==> config.mk <==
export PLATFORM = sky130hd
export DESIGN_NAME = keystroke_record_and_replay
export DESIGN_NICKNAME = d
export VERILOG_FILES = /design/src/sv/krr_pkg.sv /design/src/sv/krr_ram.sv /design/src/sv/krr_ctrl.sv /design/src/sv/krr_dp.sv /design/src/sv/keystroke_record_and_replay.sv
export VERILOG_INCLUDE_DIRS = /design/src /design/src/sv
export SDC_FILE = /design/constraint.sdc
export NUM_CORES = 1
export LEC_CHECK = 0
export ABC_AREA = 1
export BUFFER_PORTS_ARGS = -buffer_cell sky130_fd_sc_hd__clkbuf_2
export CAP_MARGIN = 20
export CORE_ASPECT_RATIO = 0.9
export CORE_UTILIZATION = 45
export CTS_CLUSTER_DIAMETER = 30
export CTS_CLUSTER_SIZE = 10
export DETAILED_ROUTE_END_ITERATION = 7
export PLACE_DENSITY = 0.6
export SKIP_LAST_GASP = 1
export SLEW_MARGIN = 10
export SYNTH_ARGS = -nofsm -noshare
export SYNTH_HDL_FRONTEND = slang
export SYNTH_SLANG_ARGS = --single-unit
export TNS_END_PERCENT = 100
==> constraint.sdc <==
create_clock -name clk -period 5.1 [get_ports clk]
set_input_delay 1.02 -clock clk [delete_from_list [all_inputs] [get_ports clk]]
set_output_delay 1.02 -clock clk [all_outputs]
set_load 0.02 [all_outputs]
==> src/sv/keystroke_record_and_replay_defines.svh <==
// Assertion macros for the keystroke record and replay block.
`ifndef KEYSTROKE_RECORD_AND_REPLAY_DEFINES_SVH
`define KEYSTROKE_RECORD_AND_REPLAY_DEFINES_SVH

`ifndef SYNTHESIS

// Property must hold at every clock edge outside reset.
`define KRR_ASSERT(label, clk, rst_n, prop) \
	label: assert property (@(posedge clk) disable iff (!rst_n) prop) \
		else $error("keystroke_record_and_replay: property failed");

// Condition must never be true outside reset.
`define KRR_ASSERT_NEVER(label, clk, rst_n, cond) \
	label: assert property (@(posedge clk) disable iff (!rst_n) !(cond)) \
		else $error("keystroke_record_and_replay: forbidden condition seen");

`else

`define KRR_ASSERT(label, clk, rst_n, prop)
`define KRR_ASSERT_NEVER(label, clk, rst_n, cond)

`endif

`endif

==> src/sv/krr_pkg.sv <==
// Shared types, constants and codes of the keystroke record and replay block.
`default_nettype none

package krr_pkg;

	// Field widths
	localparam int KEY_W    = 8;
	localparam int TIME_W   = 16;
	localparam int CNT_W    = 5;
	localparam int CFG_W    = 16;
	localparam int CFG_IDX_W = 2;

	// Default record depth
	localparam int MAX_STROKES_DEF = 20;

	// Register reset values
	localparam logic [TIME_W-1:0] TIMEOUT_RST = 16'd1000;
	localparam logic [KEY_W-1:0]  ERASE_RST   = 8'd42;
	localparam logic [KEY_W-1:0]  SHIFT_RST   = 8'd225;

	// Register indexes
	localparam logic [CFG_IDX_W-1:0] REG_IDLE_TIMEOUT = 2'd0;
	localparam logic [CFG_IDX_W-1:0] REG_ERASE_CODE   = 2'd1;
	localparam logic [CFG_IDX_W-1:0] REG_SHIFT_CODE   = 2'd2;

	// Operation codes
	localparam logic [1:0] OP_ADD    = 2'd0;
	localparam logic [1:0] OP_REPLAY = 2'd1;
	localparam logic [1:0] OP_CLEAR  = 2'd2;

	// Result action codes
	localparam logic [1:0] ACT_STATUS = 2'd0;
	localparam logic [1:0] ACT_SET    = 2'd1;
	localparam logic [1:0] ACT_REPORT = 2'd2;

	typedef struct packed {
		logic [1:0]        op;
		logic [KEY_W-1:0]  key_in;
		logic              any_shift_held;
		logic              left_shift_held;
		logic [TIME_W-1:0] now_ms;
	} in_item_t;

	typedef struct packed {
		logic [1:0]       action;
		logic [KEY_W-1:0] key_out;
		logic             key_down;
		logic [CNT_W-1:0] stored_count;
		logic             last;
	} out_item_t;

	// Kind of result the datapath loads into the output register
	typedef enum logic [2:0] {
		EK_STATUS    = 3'd0,
		EK_SHIFT_SET = 3'd1,
		EK_PRESS     = 3'd2,
		EK_RELEASE   = 3'd3,
		EK_SHIFT_REL = 3'd4
	} emit_kind_t;

	// Controller to datapath commands
	typedef struct packed {
		logic       idle;
		logic       capture;
		logic       clear;
		logic       add;
		logic       rd_issue;
		logic       idx_inc;
		logic       shift_take;
		logic       emit;
		emit_kind_t emit_kind;
		logic       last;
	} cmd_t;

	// Datapath to controller status
	typedef struct packed {
		logic [1:0] op;
		logic       idx_end;
		logic       final_entry;
		logic       shift_held;
		logic       shift_diff;
		logic       out_free;
	} status_t;

endpackage

`default_nettype wire

==> src/sv/krr_ram.sv <==
// Generic single-write, single-read RAM with registered read data.
`default_nettype none

module krr_ram #(
	parameter int WIDTH = 9,
	parameter int DEPTH = 20,
	localparam int AW = (DEPTH > 1) ? $clog2(DEPTH) : 1
) (
	input  wire logic             clk,
	input  wire logic             we,
	input  wire logic [AW-1:0]    waddr,
	input  wire logic [WIDTH-1:0] wdata,
	input  wire logic             re,
	input  wire logic [AW-1:0]    raddr,
	output logic      [WIDTH-1:0] rdata
);

	logic [WIDTH-1:0] mem_q [DEPTH];

	// Write port
	always_ff @(posedge clk) begin
		if (we) begin
			mem_q[waddr] <= wdata;
		end
	end

	// Read port, data held until the next read
	always_ff @(posedge clk) begin
		if (re) begin
			rdata <= mem_q[raddr];
		end
	end

endmodule

`default_nettype wire

==> src/sv/krr_ctrl.sv <==
// Sequencing state machine for add, clear and replay requests.
`default_nettype none

module krr_ctrl (
	input  wire logic            clk,
	input  wire logic            arst_n,
	input  wire logic            in_valid,
	input  wire krr_pkg::status_t st,
	output krr_pkg::cmd_t        cmd
);

	typedef enum logic [7:0] {
		S_IDLE  = 8'b0000_0001,
		S_ADD   = 8'b0000_0010,
		S_STAT  = 8'b0000_0100,
		S_RD    = 8'b0000_1000,
		S_CHK   = 8'b0001_0000,
		S_PRESS = 8'b0010_0000,
		S_REL   = 8'b0100_0000,
		S_SHREL = 8'b1000_0000
	} state_t;

	state_t state_q, state_d;

	// Next state and commands
	always_comb begin
		state_d       = state_q;
		cmd           = '0;
		cmd.emit_kind = krr_pkg::EK_STATUS;
		case (state_q)
			S_IDLE: begin
				cmd.idle = 1'b1;
				if (in_valid) begin
					cmd.capture = 1'b1;
					case (st.op)
						krr_pkg::OP_ADD:    state_d = S_ADD;
						krr_pkg::OP_REPLAY: state_d = S_RD;
						krr_pkg::OP_CLEAR: begin
							cmd.clear = 1'b1;
							state_d   = S_STAT;
						end
						default: state_d = S_STAT;
					endcase
				end
			end
			S_ADD: begin
				cmd.add = 1'b1;
				state_d = S_STAT;
			end
			S_STAT: begin
				if (st.out_free) begin
					cmd.emit      = 1'b1;
					cmd.emit_kind = krr_pkg::EK_STATUS;
					cmd.last      = 1'b1;
					state_d       = S_IDLE;
				end
			end
			S_RD: begin
				// empty record: shift release if held, else a status result
				if (st.idx_end) begin
					state_d = st.shift_held ? S_SHREL : S_STAT;
				end else begin
					cmd.rd_issue = 1'b1;
					state_d      = S_CHK;
				end
			end
			S_CHK: begin
				if (st.shift_diff) begin
					if (st.out_free) begin
						cmd.emit       = 1'b1;
						cmd.emit_kind  = krr_pkg::EK_SHIFT_SET;
						cmd.shift_take = 1'b1;
						state_d        = S_PRESS;
					end
				end else begin
					state_d = S_PRESS;
				end
			end
			S_PRESS: begin
				if (st.out_free) begin
					cmd.emit      = 1'b1;
					cmd.emit_kind = krr_pkg::EK_PRESS;
					state_d       = S_REL;
				end
			end
			S_REL: begin
				if (st.out_free) begin
					cmd.emit      = 1'b1;
					cmd.emit_kind = krr_pkg::EK_RELEASE;
					cmd.last      = st.final_entry && !st.shift_held;
					cmd.idx_inc   = 1'b1;
					if (st.final_entry) begin
						state_d = st.shift_held ? S_SHREL : S_IDLE;
					end else begin
						state_d = S_RD;
					end
				end
			end
			S_SHREL: begin
				if (st.out_free) begin
					cmd.emit      = 1'b1;
					cmd.emit_kind = krr_pkg::EK_SHIFT_REL;
					cmd.last      = 1'b1;
					state_d       = S_IDLE;
				end
			end
			default: state_d = S_IDLE;
		endcase
	end

	always_ff @(posedge clk or negedge arst_n) begin
		if (!arst_n) begin
			state_q <= S_IDLE;
		end else begin
			state_q <= state_d;
		end
	end

endmodule

`default_nettype wire

==> src/sv/krr_dp.sv <==
// Datapath: registers, record memory, add arithmetic and output register.
`default_nettype none

module krr_dp #(
	parameter int MAX_STROKES = krr_pkg::MAX_STROKES_DEF
) (
	input  wire logic                               clk,
	input  wire logic                               arst_n,
	input  wire krr_pkg::in_item_t                  in_data,
	output krr_pkg::out_item_t                      out_data,
	output logic                                    out_valid,
	input  wire logic                               out_stall,
	input  wire logic                               cfg_we,
	input  wire logic [krr_pkg::CFG_IDX_W-1:0]      cfg_index,
	input  wire logic [krr_pkg::CFG_W-1:0]          cfg_data,
	input  wire krr_pkg::cmd_t                      cmd,
	output krr_pkg::status_t                        st
);

	localparam int IDX_W = (MAX_STROKES > 1) ? $clog2(MAX_STROKES) : 1;
	localparam int CNT_W = krr_pkg::CNT_W;
	localparam int KEY_W = krr_pkg::KEY_W;
	localparam logic [CNT_W-1:0] MAX_CNT = CNT_W'(MAX_STROKES);

	logic [krr_pkg::TIME_W-1:0] timeout_q;
	logic [KEY_W-1:0]           erase_q;
	logic [KEY_W-1:0]           shift_code_q;
	krr_pkg::in_item_t          req_q;
	logic [CNT_W-1:0]           count_q;
	logic [krr_pkg::TIME_W-1:0] last_time_q;
	logic [CNT_W-1:0]           idx_q;
	logic                       shift_q;
	logic                       out_valid_q;
	krr_pkg::out_item_t         out_q;

	logic [krr_pkg::TIME_W-1:0] gap;
	logic [CNT_W-1:0]           eff_count;
	logic                       is_erase;
	logic                       is_full;
	logic                       ram_we;
	logic [KEY_W:0]             rd_entry;
	logic                       rd_shifted;
	logic [KEY_W-1:0]           rd_code;
	krr_pkg::out_item_t         res;

	// Configuration registers
	always_ff @(posedge clk or negedge arst_n) begin
		if (!arst_n) begin
			timeout_q    <= krr_pkg::TIMEOUT_RST;
			erase_q      <= krr_pkg::ERASE_RST;
			shift_code_q <= krr_pkg::SHIFT_RST;
		end else if (cfg_we) begin
			case (cfg_index)
				krr_pkg::REG_IDLE_TIMEOUT: timeout_q    <= cfg_data;
				krr_pkg::REG_ERASE_CODE:   erase_q      <= cfg_data[KEY_W-1:0];
				krr_pkg::REG_SHIFT_CODE:   shift_code_q <= cfg_data[KEY_W-1:0];
				default: ;
			endcase
		end
	end

	// Captured request
	always_ff @(posedge clk) begin
		if (cmd.capture) begin
			req_q <= in_data;
		end
	end

	// Add: wrap-safe gap, restart on timeout, then erase, append or, when full, keep
	assign gap       = req_q.now_ms - last_time_q;
	assign eff_count = (gap > timeout_q) ? '0 : count_q;
	assign is_erase  = (req_q.key_in == erase_q);
	assign is_full   = (eff_count >= MAX_CNT);
	assign ram_we    = cmd.add && !is_erase && !is_full;

	always_ff @(posedge clk or negedge arst_n) begin
		if (!arst_n) begin
			count_q     <= '0;
			last_time_q <= '0;
		end else if (cmd.clear) begin
			count_q <= '0;
		end else if (cmd.add) begin
			last_time_q <= req_q.now_ms;
			if (is_erase) begin
				count_q <= (eff_count != '0) ? eff_count - CNT_W'(1) : eff_count;
			end else if (is_full) begin
				count_q <= eff_count;
			end else begin
				count_q <= eff_count + CNT_W'(1);
			end
		end
	end

	// Replay walk: entry index and current shift state
	always_ff @(posedge clk or negedge arst_n) begin
		if (!arst_n) begin
			idx_q   <= '0;
			shift_q <= 1'b0;
		end else if (cmd.capture) begin
			idx_q   <= '0;
			shift_q <= in_data.left_shift_held;
		end else begin
			if (cmd.idx_inc) begin
				idx_q <= idx_q + CNT_W'(1);
			end
			if (cmd.shift_take) begin
				shift_q <= rd_shifted;
			end
		end
	end

	// Record memory: shifted flag over keycode
	krr_ram #(
		.WIDTH (KEY_W + 1),
		.DEPTH (MAX_STROKES)
	) u_ram (
		.clk   (clk),
		.we    (ram_we),
		.waddr (eff_count[IDX_W-1:0]),
		.wdata ({req_q.any_shift_held, req_q.key_in}),
		.re    (cmd.rd_issue),
		.raddr (idx_q[IDX_W-1:0]),
		.rdata (rd_entry)
	);

	assign rd_shifted = rd_entry[KEY_W];
	assign rd_code    = rd_entry[KEY_W-1:0];

	// Result formatting
	always_comb begin
		res              = '0;
		res.stored_count = count_q;
		res.last         = cmd.last;
		case (cmd.emit_kind)
			krr_pkg::EK_STATUS: begin
				res.action = krr_pkg::ACT_STATUS;
			end
			krr_pkg::EK_SHIFT_SET: begin
				res.action   = krr_pkg::ACT_SET;
				res.key_out  = shift_code_q;
				res.key_down = rd_shifted;
			end
			krr_pkg::EK_PRESS: begin
				res.action   = krr_pkg::ACT_REPORT;
				res.key_out  = rd_code;
				res.key_down = 1'b1;
			end
			krr_pkg::EK_RELEASE: begin
				res.action  = krr_pkg::ACT_REPORT;
				res.key_out = rd_code;
			end
			krr_pkg::EK_SHIFT_REL: begin
				res.action  = krr_pkg::ACT_REPORT;
				res.key_out = shift_code_q;
			end
			default: res.action = krr_pkg::ACT_STATUS;
		endcase
	end

	// Output register
	always_ff @(posedge clk or negedge arst_n) begin
		if (!arst_n) begin
			out_valid_q <= 1'b0;
		end else if (cmd.emit) begin
			out_valid_q <= 1'b1;
		end else if (!out_stall) begin
			out_valid_q <= 1'b0;
		end
	end

	always_ff @(posedge clk) begin
		if (cmd.emit) begin
			out_q <= res;
		end
	end

	assign out_valid = out_valid_q;
	assign out_data  = out_q;

	// Status to the controller
	assign st.op          = in_data.op;
	assign st.idx_end     = (idx_q == count_q);
	assign st.final_entry = ((idx_q + CNT_W'(1)) == count_q);
	assign st.shift_held  = shift_q;
	assign st.shift_diff  = (rd_shifted != shift_q);
	assign st.out_free    = !out_valid_q || !out_stall;

endmodule

`default_nettype wire

==> src/sv/keystroke_record_and_replay.sv <==
// Top level of the keystroke record and replay block.
`default_nettype none

`include "keystroke_record_and_replay_defines.svh"

// Keeps up to MAX_STROKES keystrokes (keycode plus shifted flag) and handles
// one request at a time: add, replay or clear. An add passes through the add
// and status states before its single status result goes into the output
// register; a clear or an unused op code goes straight to the status state. A
// replay walks each recorded entry through the read, check, press and release
// states, the same whether or not the shift state changes, since a shift
// change goes out in the cycle that checks the entry. A final shift release
// adds its own state; an empty replay goes from the read state directly to
// the status or shift release state. A stalled waiting result holds the
// controller in its state. The sequence follows from the record memory's
// single registered read port and the one output register that each result
// passes through. While the final result of a request waits in the output
// register the next request can already be taken. There is no clearing pass:
// entries past the fill count are never read.
module keystroke_record_and_replay #(
	parameter int MAX_STROKES = krr_pkg::MAX_STROKES_DEF
) (
	input  wire logic                          clk,
	input  wire logic                          arst_n,
	input  wire logic                          in_valid,
	output logic                               in_stall,
	input  wire krr_pkg::in_item_t             in_data,
	output logic                               out_valid,
	input  wire logic                          out_stall,
	output krr_pkg::out_item_t                 out_data,
	input  wire logic                          cfg_we,
	input  wire logic [krr_pkg::CFG_IDX_W-1:0] cfg_index,
	input  wire logic [krr_pkg::CFG_W-1:0]     cfg_data
);

	krr_pkg::cmd_t    cmd;
	krr_pkg::status_t st;

	krr_ctrl u_ctrl (
		.clk      (clk),
		.arst_n   (arst_n),
		.in_valid (in_valid),
		.st       (st),
		.cmd      (cmd)
	);

	krr_dp #(
		.MAX_STROKES (MAX_STROKES)
	) u_dp (
		.clk       (clk),
		.arst_n    (arst_n),
		.in_data   (in_data),
		.out_data  (out_data),
		.out_valid (out_valid),
		.out_stall (out_stall),
		.cfg_we    (cfg_we),
		.cfg_index (cfg_index),
		.cfg_data  (cfg_data),
		.cmd       (cmd),
		.st        (st)
	);

	// Requests are taken only in the idle state
	assign in_stall = !cmd.idle;

	// A taken request leaves the controller busy on the next cycle
	`KRR_ASSERT(a_busy_after_take, clk, arst_n, cmd.capture |=> !cmd.idle)

	// A result is never loaded over one that is still waiting
	`KRR_ASSERT_NEVER(a_no_overwrite, clk, arst_n, cmd.emit && out_valid && out_stall)

	// The final result of a run returns the controller to idle
	`KRR_ASSERT(a_last_to_idle, clk, arst_n, (cmd.emit && cmd.last) |=> cmd.idle)

	// The reported fill never exceeds the record depth
	`KRR_ASSERT(a_count_bound, clk, arst_n,
		out_valid |-> (out_data.stored_count <= krr_pkg::CNT_W'(MAX_STROKES)))

endmodule

`default_nettype wire

==> impl_metrics.json <==
{
  "status": "finished, final reports clean",
  "startpoint_type": "flip-flop",
  "synthCells": 1207,
  "grt_antenna_before_repair": 1,
  "drc": 0,
  "drv_cap": 0,
  "synth.area.top_cells": "edfxtp_1 (52%), dfrtp_1 (10%), o21ai_0 (5.3%)",
  "die_width_um": 183,
  "crit_arrival_ns": 4.94,
  "grt_max_degree": 94,
  "area_growth_pct": 20.4,
  "synth-edff-count": 231,
  "yosys_warnings": 0,
  "vias": 9268,
  "crit_slowest_cell": "nor2_1",
  "place_ws_ns": 0.361,
  "drtIter0Drc": 987,
  "end_kind": "flip-flop",
  "cts-root-buf": "clkbuf_16",
  "clockBufferDepth": 3,
  "portBuffers": 69,
  "hp-class": "reg -> reg",
  "synthArstFlopShare_pct": 22.7,
  "syn_area_um2": 13300,
  "fp-row-count": 59,
  "synth-main-ff-cell": "edfxtp_1",
  "routed.top_layer": "met4",
  "viasPerCell": 5.29,
  "p_per_area_nw_per_um2": 548,
  "grt_pass1_vias": 8674,
  "tightest_slew_ns": 1.01,
  "maxSlewViolCount": 0,
  "track_usage_pct": 21.9,
  "ys_ff_latch": 299,
  "cts_max_level": 2,
  "rrSetupSlack_ns": 0.36,
  "dp_hpwl_mm": 21.6,
  "finalSetupViolCount": 0,
  "dieHeight_um": 165,
  "path_delay_family": "simple AND/OR/NAND/NOR gates",
  "first_pass_iters": 5,
  "yosysUniqueCellTypes": 49,
  "worstSkewPairLatency_ns": 0.57,
  "gp_congestion": 0.882,
  "initial_utilization_pct": 45.9,
  "synth_most_common_cell": "edfxtp_1",
  "maxSlewHeadroom_pct": 32.2,
  "grt_pass1_wl_mm": 49.7,
  "fmax_mhz": 211,
  "ir_worst_vdd_mv": 0.566,
  "cts_tree": "yes",
  "critical_path.max_stage_delay_ns": 0.58,
  "worstSetupPathType": "reg -> reg",
  "synth_nets": 1296,
  "diodes": 0,
  "clk_pin_slew_ns": 0.05,
  "fin_ws_ns": 0.356,
  "required_ns": 5.29,
  "ant_nets": 0,
  "layout-drive-gt1-share_pct": 17.4,
  "grt_overflow": 0,
  "fin_crit_ns": 4.74,
  "dieArea_um2": 30300,
  "yosys.area.top_type": "edfxtp_1",
  "synth_top_area_share_pct": 52.1,
  "critPathMaxFanout": 9,
  "synth_common_cells": "edfxtp_1 (231), nand2_1 (171), nor2_1 (144)",
  "core_area_um2": 29000,
  "wirelength_mm": 32.6,
  "dp.cells": 1648,
  "hold_viol_final": 0,
  "instances_no_fill": 1753,
  "crit_chain": "ha_1 -> a21oi_1 -> o21ai_0 -> nor2_1 -> o21ai_2 -> a21boi_0 -> o21ai_0 -> xor2_1 -> ha_1 -> nand2_1 -> inv_1 -> nand3_1 -> nor2_1 -> nand2_1 -> nand2_1 -> a21boi_0 -> inv_1 -> ha_1 -> inv_1 -> nor2_4 -> inv_2 -> nor2_1",
  "dr_wl_met2_mm": 14.2,
  "clkSinkCount": 299,
  "ctsHoldBuffers": 0,
  "ys_seq_area_share_pct": 65.0,
  "syn_area_per_cell_um2": 11.0,
  "nNetsFinal": 1400,
  "met1_length_mm": 15.3,
  "finClkSkew_ns": 0.0178,
  "period_share_pct": 93.0,
  "wl_met3_mm": 2.44,
  "p_leak_nw": 6.46,
  "rsz0062_at_grt": "true",
  "boundaryPins": 70,
  "drt-wirelength-per-cell_um": 18.6,
  "cts_buffers": 56,
  "path_buf_inv": 4
}
-- power breakdown --
group | switching (mW) | internal [mW] | leakage [nW] | total, mW
Sequential | 0.162 | 2.97 | 2.93 | 3.13
Clock | 1.24 | 2.34 | 0.881 | 3.58
Combinational | 1.37 | 0.710 | 2.65 | 2.08
-- per-stage QoR --
| step | util [%] | total power [mW] | hold WS [ns] | TNS [ns] | instance area [µm²] |
|---|---|---|---|---|---|
| floorplan | - | 4.63 | 0.420 | 0 | 13300 |
| global placement | 48.8 | 5.21 | 0.468 | 0 | 14100 |
| detailed placement | 48.8 | 5.23 | 0.479 | 0 | 14100 |
| CTS | 55.2 | 8.83 | 0.490 | 0 | 16000 |
| global route | 55.3 | 9.25 | 0.509 | -2.35 | 16000 |
| finish | 55.3 | 8.80 | 0.484 | 0 | 16000 |
-- sequential cells by signal (all words and copies together) (netlist names) --
signal             count
u_dp.u_ram.mem_q     180
u_dp.req_q            25
u_dp.out_data         17
u_dp.last_time_q      16
u_dp.timeout_q        16
u_dp.u_ram.rdata       9
u_ctrl.state_q         8
u_dp.erase_q           8
u_dp.shift_code_q      8
u_dp.count_q           5
u_dp.idx_q             5
u_dp.out_valid         1
u_dp.shift_q           1
-- final cells by class --
type,count,area (µm²)
Sequential cell,299,8660
Tap cell,396,495
Timing Repair Buffer,94,553
Fill cell,2499,13000
Multi-Input combinational cell,734,4010
Clock inverter,36,363
Inverter,126,473
Clock buffer,68,1500
-- tightest hold or removal path: cells and delay by family (launching register included) --
| kind | cells | cell delay (ns) |
|---|---|---|
| flip-flops | 1 | 0.34 |
| AO/OA/AOI/OAI | 1 | 0.06 |
| AND/OR/NAND/NOR | 1 | 0.05 |
-- path summary, 6_finish.rpt --
| path | start | end | depth (start not counted) |
|---|---|---|---|
| worst max-delay path | u_dp.req_q[2] | u_dp.u_ram.mem_q[12][1] | 22 |
| worst min-delay path | u_dp.erase_q[2] | u_dp.erase_q[2] | 2 |
| worst max register to register | u_dp.req_q[2] | u_dp.u_ram.mem_q[12][1] | 22 |
| worst min register to register | u_dp.erase_q[2] | u_dp.erase_q[2] | 2 |
| max in group asynchronous | arst_n | u_dp.last_time_q[8] | 2 |
| min in group asynchronous | arst_n | u_dp.idx_q[1] | 2 |
-- metal layers --
| layer | track usage [%] | vias to the layer above |
|---|---|---|
| met5 | 0 | - |
| met4 | 6.89 | 0 |
| met3 | 4.34 | 48 |
| met2 | 31.9 | 337 |
| met1 | 33.0 | 4424 |
| li1 | - | 4459 |
-- placed cells by master (no fill, tap or decap), drive strengths merged, types with 3 or more instances in the layout --
cell type and n:
nand4 9, nor3 4, edfxtp 231, a21boi 3, nand3 37, xor2 15, clkinv 20, o21ai 149
a21o 3, o31ai 3, or2 4, xnor2 12, o22ai 34, dfrtp 54, a31oi 9, ha 37
clkinvlp 10, nor2 153, nor4 4, dfstp 14, buf 26, bufinv 5, clkbuf 136, inv 127
a21oi 50, o221ai 9, nand2 174, a32o 16
-- kinds of logic (layout without fill, tap and decap cells) --
logic type | Yosys count | count (layout) | synth area share (%)
AOI/OAI and AO/OA | 282 | 282 | 12.3
xor gates and xnor gates | 27 | 27 | 1.78
adders and majority gates | 38 | 38 | 3.63
buffers and inverters | 174 | 324 | 5.03
DFF | 299 | 299 | 65.0
and+or+nand+nor | 387 | 387 | 12.3
-- what timing repair did --
action,in CTS,in global routing
endpoints found under the setup margin,0,54
gates resized for setup,0,3
setup buffers,0,0
hold endpoints to repair,0,0
Power figures use the tool's default switching activity.
